[config.mk]
export PLATFORM = sky130hd
export DESIGN_NAME = rar_div
export DESIGN_NICKNAME = d
export VERILOG_FILES = /design/src/sv/rar_pkg.sv /design/src/sv/rar_div.sv
export SDC_FILE = /design/constraint.sdc
export NUM_CORES = 1
export LEC_CHECK = 0
export ABC_AREA = 1
export BUFFER_PORTS_ARGS = -buffer_cell sky130_fd_sc_hd__buf_2
export CAP_MARGIN = 0
export CORE_MARGIN = 4
export CORE_UTILIZATION = 44
export CTS_CLUSTER_SIZE = 24
export DETAILED_ROUTE_END_ITERATION = 16
export GPL_ROUTABILITY_DRIVEN = 0
export PLACE_DENSITY = 0.77
export SYNTH_ARGS = -nofsm -noshare
export SYNTH_HDL_FRONTEND = slang
export SYNTH_SLANG_ARGS = --single-unit
[constraint.sdc]
create_clock -name clk -period 2 [get_ports clk]
set_input_delay 0.2 -clock clk [delete_from_list [all_inputs] [get_ports clk]]
set_output_delay 0.2 -clock clk [all_outputs]
set_load 0.005 [all_outputs]
[src/sv/rar_pkg.sv]
// Package: shared constants, operation codes and unit status type for the rational reducer.
`timescale 1ns / 1ps

package rar_pkg;

    localparam int WIDTH_DEF = 16;
    localparam int OP_W      = 2;
    localparam int RES_NUM_W = 32;
    localparam int RES_DEN_W = 31;

    localparam logic [OP_W-1:0] OP_ADD = 2'd0;
    localparam logic [OP_W-1:0] OP_SUB = 2'd1;
    localparam logic [OP_W-1:0] OP_MUL = 2'd2;
    localparam logic [OP_W-1:0] OP_DIV = 2'd3;

    // status reported by an iterative unit to its sequencer
    typedef struct packed {
        logic busy;
        logic done;
    } unit_stat_t;

endpackage

[src/sv/rar_div.sv]
// Restoring divider: one quotient bit per cycle.
`timescale 1ns / 1ps

module rar_div
    import rar_pkg::*;
#(
    parameter int MW = 2 * WIDTH_DEF - 1
)
(
    input  logic          clk,
    input  logic          rst_n,
    input  logic          start,
    input  logic [MW-1:0] dividend,
    input  logic [MW-1:0] divisor,
    output unit_stat_t    stat,
    output logic [MW-1:0] quotient
);

    localparam int CW = $clog2(MW + 1);

    logic          busy_reg, busy_next;
    logic          done_reg, done_next;
    logic [CW-1:0] cnt_reg, cnt_next;
    logic [MW-1:0] q_reg, q_next;
    logic [MW-1:0] r_reg, r_next;
    logic [MW-1:0] d_reg, d_next;
    logic [MW:0]   r_shift;
    logic [MW:0]   trial;

    assign r_shift = {r_reg, q_reg[MW-1]};
    assign trial   = r_shift - {1'b0, d_reg};

    always_comb
    begin
        busy_next = busy_reg;
        done_next = 1'b0;
        cnt_next  = cnt_reg;
        q_next    = q_reg;
        r_next    = r_reg;
        d_next    = d_reg;
        if (start)
        begin
            busy_next = 1'b1;
            cnt_next  = CW'(MW);
            q_next    = dividend;
            r_next    = '0;
            d_next    = divisor;
        end
        else if (busy_reg)
        begin
            // keep the difference when it does not borrow
            if (trial[MW])
            begin
                r_next = r_shift[MW-1:0];
                q_next = {q_reg[MW-2:0], 1'b0};
            end
            else
            begin
                r_next = trial[MW-1:0];
                q_next = {q_reg[MW-2:0], 1'b1};
            end
            cnt_next = cnt_reg - 1'b1;
            if (cnt_reg == CW'(1))
            begin
                busy_next = 1'b0;
                done_next = 1'b1;
            end
        end
    end

    always_ff @(posedge clk or negedge rst_n)
    begin
        if (!rst_n)
        begin
            busy_reg <= 1'b0;
            done_reg <= 1'b0;
        end
        else
        begin
            busy_reg <= busy_next;
            done_reg <= done_next;
        end
    end

    always_ff @(posedge clk)
    begin
        cnt_reg <= cnt_next;
        q_reg   <= q_next;
        r_reg   <= r_next;
        d_reg   <= d_next;
    end

    assign quotient  = q_reg;
    assign stat.busy = busy_reg;
    assign stat.done = done_reg;

endmodule
==> flow_summary.toml <==
[run_status]
run_status = "finished, violations left"
violations = "setup timing"

[placed_design]
hpwl_um = 12500
dpl.cell_count = 1353
dp_slack_ps = -187
io_buffers = 97

[setup_path]
timing.rr.start = "d_reg[6]$_DFFE_PP_"
worstReg2RegEnd = "r_reg[29]$_SDFFE_PP0P_"
r2r_cells = 15
cp.arrival_ps = 2400
cp-start-kind = "register"
crit_type = "reg2reg"
required_ps = 2250
critPathMaxStageDelay_ps = 370
r2r_slack_ps = -150
cp_cell_sequence = "inv_1 > ha_1 > nand2_1 > nand2_1 > buf_4 > nand2_1 > nand2_1 > a21oi_1 > nand2_1 > nand2_1 > nand2_1 > nand2_1 > nand2_1 > nor2_2 > o21ai_1"
cp_max_fo = 3
critPathLaunch = "d_reg[6]$_DFFE_PP_"
path_buf_inv = 2
crit_family = "simple AND/OR/NAND/NOR gates"
cp_common_cell = "nand2_1"
end_kind = "register"
slowest_stage = "edfxtp_1"

[cts]
cts_max_path_buffers = 2
cts_tree = "yes"
clkLatencyLatePin_ps = 370
clk_pin_slew_ps = 70
htreeDepth = 3
cts_root_buffer = "clkbuf_16"
cts_sinks = 100
cts_made_buffers = 9

[final_layout]
multi_input_area_mm2 = 0.00384
regArea_mm2 = 0.00263
final_nets = 1302
final_cell_count_no_fill = 1392
final_common_cell = "nand2_1"
final_cell_mix = "382 x nand2_1, 186 x inv_1, 101 x buf_4"
fin_util = 0.633
synthToLayoutAreaGrowth_pct = 38.6
diodes = 0
drive_gt1_frac = 0.322
fillers = 1231

[detailed_routing]
drc_errors = 0
vias = 6789
via_per_inst = 4.88
wl_per_cell_um = 13.2
routed_wl_um = 18300
drt_iter0_drc = 419
drtPass1Iterations = 5
drtAntennaViolNets = 0

[global_routing]
grt_pass1_vias = 6333
antenna_found_initial = 0
grt_util_met3 = 0.0417
grt_use_met1 = 0.233
grt_max_degree = 40
use_met2 = 0.341
overflow = 0
grtUsageTotal = 0.192
grt_pass1_wl_um = 28000
top_usage_layer = "met2"

[power_and_ir_drop]
fin_total_pwr_mw = 5.11
power_density_mw_per_mm2 = 547
peakVddDrop_v = 0.000500
leakagePower_nw = 5.10

[synth]
synth.distinct_cells = 36
synth-seq-cells = 100
synthesis.instances = 995
syn-num-nets = 1094
yosys_warnings = 0
ys_seq_area_frac = 0.391
syn_area_per_cell_um2 = 6.77
synth.cell_area_mm2 = 0.00673

[sta]
finalHoldViolCount = 0
fmax_mhz = 465
tightest_slew_ps = 448
rsz0062_at_grt = "yes"
fin_crit_ps = 2150
finalMaxSlewViolations = 0
layout_setup_ws_ps = -150
finalSetupViolCount = 32
hold_slack_ps = 9.90
slew-limit-headroom = 0.701
finClkSkew_ps = 13.5
post-route-period-util = 1.07

[worst_hold_path]
hold_class = "in2reg"
hold_depth = 1
worstHoldStart = "divisor[1]"
whs_endpoint = "d_reg[1]$_DFFE_PP_"

[die]
die_x_um = 132
die-area_mm2 = 0.0173
dieHeight_um = 132
start_util = 0.456
ioPinCount = 98
core_mm2 = 0.0148
rows = 44

[job]
drv_cap = 0
==> how the worst max path moves through the flow <==
stage | cells past startpoint | endpoint | slack (ps)
CTS | 15 | r_reg[0]$_SDFFE_PP0P_ | -60
floorplan | 15 | r_reg[5]$_SDFFE_PP0P_ | 20
finish | 15 | r_reg[29]$_SDFFE_PP0P_ | -150
global route | 15 | r_reg[29]$_SDFFE_PP0P_ | -290
detailed placement | 15 | r_reg[12]$_SDFFE_PP0P_ | -190
global placement | 15 | r_reg[12]$_SDFFE_PP0P_ | -140
==> repair_timing <==
| action | in CTS | in global routing |
|---|---|---|
| endpoints found under the setup margin | 32 | 32 |
| pin swaps | 9 | 32 |
| setup buffers | 5 | 5 |
| resized for setup | 49 | 101 |
| hold endpoints to repair | 10 | 0 |
| hold buffers | 9 | 0 |
| gates cloned | 1 | 4 |
==> Yosys cell counts (all sizes together) <==
library cell	count	share of area
fa	1	0.0030
and2	5	0.0048
xnor2	11	0.014
edfxtp	62	0.28
dfxtp	36	0.11
xor2	3	0.0039
nor2	49	0.029
dfrtp	2	0.0074
nand3	60	0.051
or2	1	0.00093
ha	33	0.061
clkbuf	11	0.0061
buf	9	0.012
nand2	459	0.27
a22oi	1	0.0011
o21ai	9	0.0067
nor3	10	0.0098
nand4	5	0.0046
a21oi	22	0.017
o21bai	2	0.0022
inv	204	0.11
==> layout make-up <==
cell class | instances | area share
Inverter | 204 | 0.0820
Timing Repair Buffer | 217 | 0.166
Clock inverter | 7 | 0.00925
Multi-Input combinational cell | 671 | 0.412
Tap cell | 184 | 0.0247
Clock buffer | 9 | 0.0241
Sequential cell | 100 | 0.282
==> per-stage QoR <==
stage | setup TNS, ps | cell area (µm²)
floorplan | 0 | 6730
global placement | -3450 | 8110
CTS | -866 | 8820
finish | -2530 | 9340
global route | -6720 | 9340
detailed placement | -4750 | 8110
==> metal layers <==
layer	routed length, µm	vias up	share of wire
li1	-	3413	-
met1	7490	3109	0.41
met2	9080	216	0.50
met3	1160	51	0.063
met4	596	0	0.033
met5	0	-	0
==> logic make-up (layout without fill, tap and decap cells) <==
| logic type | count (synthesis) | count (layout) | synth area share |
|---|---|---|---|
| DFF | 100 | 100 | 0.391 |
| buffers and inverters | 224 | 437 | 0.132 |
| AOI/OAI and AO/OA | 34 | 34 | 0.0269 |
| adders and majority gates | 34 | 34 | 0.0643 |
| and+or+nand+nor | 589 | 589 | 0.367 |
| xor gates and xnor gates | 14 | 14 | 0.0182 |
==> report_power, final <==
part           switching [mW]  internal [mW]  leakage (nW)
Clock                   0.896          0.897         0.151
Sequential             0.0596           2.32         0.960
Combinational           0.499          0.435          3.99
Note: power is estimated with default switching activity, not from simulation.
