File: src/sv/rar_pkg.sv
// Package: shared constants, operation codes and unit status type for the rational reducer.
`timescale 1ns / 1ps

package rar_pkg;

    localparam int WIDTH_DEF = 16;
    localparam int OP_W      = 2;
    localparam int RES_NUM_W = 32;
    localparam int RES_DEN_W = 31;

    localparam logic [OP_W-1:0] OP_ADD = 2'd0;
    localparam logic [OP_W-1:0] OP_SUB = 2'd1;
    localparam logic [OP_W-1:0] OP_MUL = 2'd2;
    localparam logic [OP_W-1:0] OP_DIV = 2'd3;

    // status reported by an iterative unit to its sequencer
    typedef struct packed {
        logic busy;
        logic done;
    } unit_stat_t;

endpackage

File: src/sv/rar_gcd.sv
// Binary gcd unit: one shift or subtract step per cycle on two nonzero magnitudes.
`timescale 1ns / 1ps

module rar_gcd
    import rar_pkg::*;
#(
    parameter int MW = 2 * WIDTH_DEF - 1
)
(
    input  logic          clk,
    input  logic          rst_n,
    input  logic          start,
    input  logic [MW-1:0] a_in,
    input  logic [MW-1:0] b_in,
    output unit_stat_t    stat,
    output logic [MW-1:0] g
);

    localparam int KW = $clog2(MW + 1);

    localparam logic [1:0] G_IDLE  = 2'd0;
    localparam logic [1:0] G_RUN   = 2'd1;
    localparam logic [1:0] G_SHIFT = 2'd2;

    logic [1:0]    phase_reg, phase_next;
    logic [MW-1:0] a_reg, a_next;
    logic [MW-1:0] b_reg, b_next;
    logic [KW-1:0] k_reg, k_next;
    logic          done;
    logic [MW:0]   diff_ab;
    logic [MW-1:0] diff_ba;

    assign diff_ab = {1'b0, a_reg} - {1'b0, b_reg};
    assign diff_ba = b_reg - a_reg;

    always_comb
    begin
        phase_next = phase_reg;
        a_next     = a_reg;
        b_next     = b_reg;
        k_next     = k_reg;
        done       = 1'b0;
        unique case (phase_reg)
            G_IDLE:
            begin
                if (start)
                begin
                    a_next     = a_in;
                    b_next     = b_in;
                    k_next     = '0;
                    phase_next = G_RUN;
                end
            end
            G_RUN:
            begin
                if (a_reg == b_reg)
                begin
                    phase_next = G_SHIFT;
                end
                else if (!a_reg[0] && !b_reg[0])
                begin
                    // strip a common factor of two
                    a_next = a_reg >> 1;
                    b_next = b_reg >> 1;
                    k_next = k_reg + 1'b1;
                end
                else if (!a_reg[0])
                begin
                    a_next = a_reg >> 1;
                end
                else if (!b_reg[0])
                begin
                    b_next = b_reg >> 1;
                end
                else if (diff_ab[MW])
                begin
                    b_next = diff_ba;
                end
                else
                begin
                    a_next = diff_ab[MW-1:0];
                end
            end
            G_SHIFT:
            begin
                // restore the common powers of two
                if (k_reg == '0)
                begin
                    done       = 1'b1;
                    phase_next = G_IDLE;
                end
                else
                begin
                    a_next = a_reg << 1;
                    k_next = k_reg - 1'b1;
                end
            end
            default:
            begin
                phase_next = G_IDLE;
            end
        endcase
    end

    always_ff @(posedge clk or negedge rst_n)
    begin
        if (!rst_n)
        begin
            phase_reg <= G_IDLE;
        end
        else
        begin
            phase_reg <= phase_next;
        end
    end

    always_ff @(posedge clk)
    begin
        a_reg <= a_next;
        b_reg <= b_next;
        k_reg <= k_next;
    end

    assign g         = a_reg;
    assign stat.busy = (phase_reg != G_IDLE);
    assign stat.done = done;

endmodule

File: config.mk
export PLATFORM = sky130hd
export DESIGN_NAME = rar_gcd
export DESIGN_NICKNAME = d
export VERILOG_FILES = /design/src/sv/rar_pkg.sv /design/src/sv/rar_gcd.sv
export SDC_FILE = /design/constraint.sdc
export NUM_CORES = 1
export LEC_CHECK = 0
export BUFFER_PORTS_ARGS = -buffer_cell sky130_fd_sc_hd__buf_2
export CAP_MARGIN = 10
export CORE_ASPECT_RATIO = 1.25
export CORE_MARGIN = 2
export CORE_UTILIZATION = 53
export CTS_BUF_LIST = sky130_fd_sc_hd__clkbuf_16
export CTS_CLUSTER_DIAMETER = 60
export DETAILED_ROUTE_END_ITERATION = 12
export PLACE_DENSITY = 0.81
export SLEW_MARGIN = 5
export SYNTH_ARGS = -nofsm -noshare
export SYNTH_HDL_FRONTEND = slang
export SYNTH_SLANG_ARGS = --single-unit
File: constraint.sdc
create_clock -name clk -period 5.4 [get_ports clk]
set_input_delay 0.27 -clock clk [delete_from_list [all_inputs] [get_ports clk]]
set_output_delay 0.27 -clock clk [all_outputs]
set_load 0.02 [all_outputs]
==> key figures <==
Outcome
  • Outcome: finished, final reports clean

Final layout
  • Final Instance Count excl. Fillers: 1091
  • Fillers: 1219
  • Post-route cell area: 0.007831 mm²
  • ANT cells: 0
  • Share of post-route cells with drive strength above 1: 14.78%
  • Final net count: between 1000 and 1500
  • Synth-to-layout area growth: 11.53%
  • Post-layout util: 59.72%

Clocking
  • Root Driver: clkbuf_16
  • Sink Count: 69
  • CTS buffer count: 9
  • Clk_lat worst skew: ~0.35 ns
  • Clk slew on worst S/H paths: roughly 0.06 ns
  • Max clock buf depth: 2
  • H-tree levels: 3
  • CTS tree: done
  • Post-CTS Setup Bufs: 0

Place
  • Placed instance area: 0.007546 mm²
  • Detailed Place HPWL: 15710 µm
  • DP Cell Count: 1074
  • Routability cong.: 0.9985
  • IO Port Bufs: 97

STA
  • Max-slew violation count: 0
  • RSZ-0062 raised after global routing: no
  • Final Cycle Share: 81.10%
  • Post-route setup TNS: 0 ns
  • Clock Skew: roughly 0.0055 ns
  • Final setup fails: 0
  • Min Tclk post-route: 4.379 ns
  • Max frequency: 0.2283 GHz
  • Relative max-transition margin: approximately 30%
  • Actual slew at the worst max-slew pin: 1.049 ns
  • Final Hold Fails: 0

Global route
  • Total GRT Usage: a little under a third
  • Vias in the first global route: 6740
  • Largest net degree at the start of global routing: 56
  • Grt ovf: 0
  • First-pass GRT wire length: 33980 µm
  • Initial antenna violation count: 0

Synth
  • Post-synth top cells: inv_1, a21oi_1, nor2_1, ha_1, edfxtp_1
  • Post-synth EDFFs: 67
  • Most common cell in the netlist: inv_1
  • #FFs+latches synth: 69
  • Syn Nets: 992
  • Synth area leaders: edfxtp_1, ha_1, a21oi_1
  • YS warnings: 0
  • Fraction of registers with async set/reset: under 10%
  • Sequential share of the synthesized area: between 20% and 30%
  • Post-synth top flop: edfxtp_1
  • Post-Syn Area: 0.007022 mm²
  • Synth top area share: around 29%
  • Leading area contributor after synthesis: edfxtp_1
  • Syn Area/Cell: 8.232 µm²
  • Cell count after synthesis: 853
  • Synth cell types: 56

Die
  • Core Area: 0.01311 mm²
  • Die area: between 0.01 and 0.015 mm²
  • DIE HEIGHT: about 130 µm
  • I/O pin total: 98
  • Row Count: 47
  • Initial core utilization: between 50 and 60%
  • Die X: 107.0 µm

Detailed routing
  • DR WL/cell: between 15 and 20 µm
  • Final WL: 21330 µm
  • DR iter-0 viols: 625
  • Vias per cell: a little over 6
  • Final antenna-violating net count: 0
  • DRC: 0
  • Drt pass-1 iters: 6
  • Total number of vias: 6772

Critical path
  • Worst path required time: between 5 and 6 ns
  • Critical path capture point type: flop
  • Crit Path Class: reg -> reg
  • Startpoint types: flop
  • Worst Path Max Fanout: 24
  • WP data arrival: between 4 and 5 ns

Flow run
  • Max cap viols: 0

Hold path
  • Worst hold path class: in -> reg
[worst max-delay path, stage by stage (launching register included)]
cell and delay [ns]:
edfxtp_1 0.45, inv_1 0.13, ha_1 0.34, nor2b_1 0.14, o21ai_0 0.20, a211oi_1 0.16
o211ai_1 0.26, nand2_2 0.14, o41a_4 0.51, a41oi_2 0.80, o21a_1 0.44, buf_4 0.42
[path summary, 6_finish.rpt]
check,slack (ns),startpoint,end,depth (start not counted)
worst max register to register,1.02,g[1]$_DFFE_PP_,b_reg[18]$_DFFE_PP_,11
min in group asynchronous,0.22,rst_n,phase_reg[1]$_DFFE_PN0P_,2
worst min-delay path,0.20,b_in[30],b_reg[30]$_DFFE_PP_,2
worst min register to register,0.55,phase_reg[1]$_DFFE_PN0P_,phase_reg[1]$_DFFE_PN0P_,1
worst max-delay path,1.02,g[1]$_DFFE_PP_,b_reg[18]$_DFFE_PP_,11
max in group asynchronous,5.08,rst_n,phase_reg[0]$_DFFE_PN0P_,2
[cell usage in the layout (no fill, tap or decap), types with 4 or more instances in the layout]
| master | instances |
|---|---|
| o211ai_1 | 5 |
| a21o_1 | 36 |
| nor3_1 | 24 |
| a31oi_1 | 21 |
| inv_1 | 87 |
| nor2b_1 | 5 |
| o21ai_0 | 50 |
| nand4_1 | 7 |
| or3_1 | 5 |
| clkbuf_16 | 9 |
| ha_1 | 70 |
| buf_4 | 10 |
| and3_1 | 4 |
| nand3_1 | 28 |
| a221o_1 | 6 |
| o21ai_1 | 13 |
| a221oi_1 | 20 |
| xor2_1 | 29 |
| nand2_1 | 43 |
| a222oi_1 | 5 |
| o21bai_1 | 11 |
| a211oi_1 | 8 |
| buf_2 | 97 |
| o21a_1 | 6 |
| xnor2_1 | 32 |
| a21oi_1 | 83 |
| nand2b_1 | 8 |
| nor2_1 | 77 |
| edfxtp_1 | 67 |
[layout make-up]
| class | count | area (µm²) | area share (%) |
|---|---|---|---|
| multi-input cells | 639 | 4379 | 55.92 |
| flip-flops and latches | 69 | 2062 | 26.33 |
| repair buffers | 108 | 570.5 | 7.286 |
| inverters | 88 | 330.3 | 4.218 |
| clock buffers | 9 | 225.2 | 2.876 |
| well taps | 171 | 214.0 | 2.732 |
| clock inverters | 7 | 50.05 | 0.6391 |
[metrics by stage]
step / hold WS [ns] / worst slack [ns]
4_1_cts: 0.1980 / 1.046
6_report: 0.1988 / 1.021
3_3_place_gp: 0.05688 / 1.203
3_5_place_dp: 0.05948 / 1.056
5_1_grt: 0.2253 / 0.7229
2_1_floorplan: -0.02559 / 1.018
[cell families (layout without fill, tap and decap cells)]
kind of cell	count (synthesis)	in the layout	synth area share [%]
AOI/OAI and AO/OA	293	293	27.17
xor gates and xnor gates	61	61	7.609
adders and majority gates	74	74	13.51
buffers and inverters	145	212	8.500
DFF	69	69	29.37
muxes	2	2	0.3207
and+or+nand+nor	209	209	13.52
[timing repair]
item	in CTS	in global routing
endpoints found under the setup margin	0	0
hold endpoints to repair	2	0
hold buffers	1	0
resized for setup	0	0
[layer usage]
layer | GRT usage, % | part of all wire (%) | vias to the layer above
met1 | 37.41 | 39 | 3195
met2 | 51.06 | 48 | 318
met4 | 17.17 | 5.6 | 0
li1 | - | - | 3180
met3 | 4.039 | 6.8 | 79
met5 | 0 | 0 | -
Power is left out: the tool's default activity adds up to more than one toggle a clock period on the data nets, which glitch-free logic cannot reach.
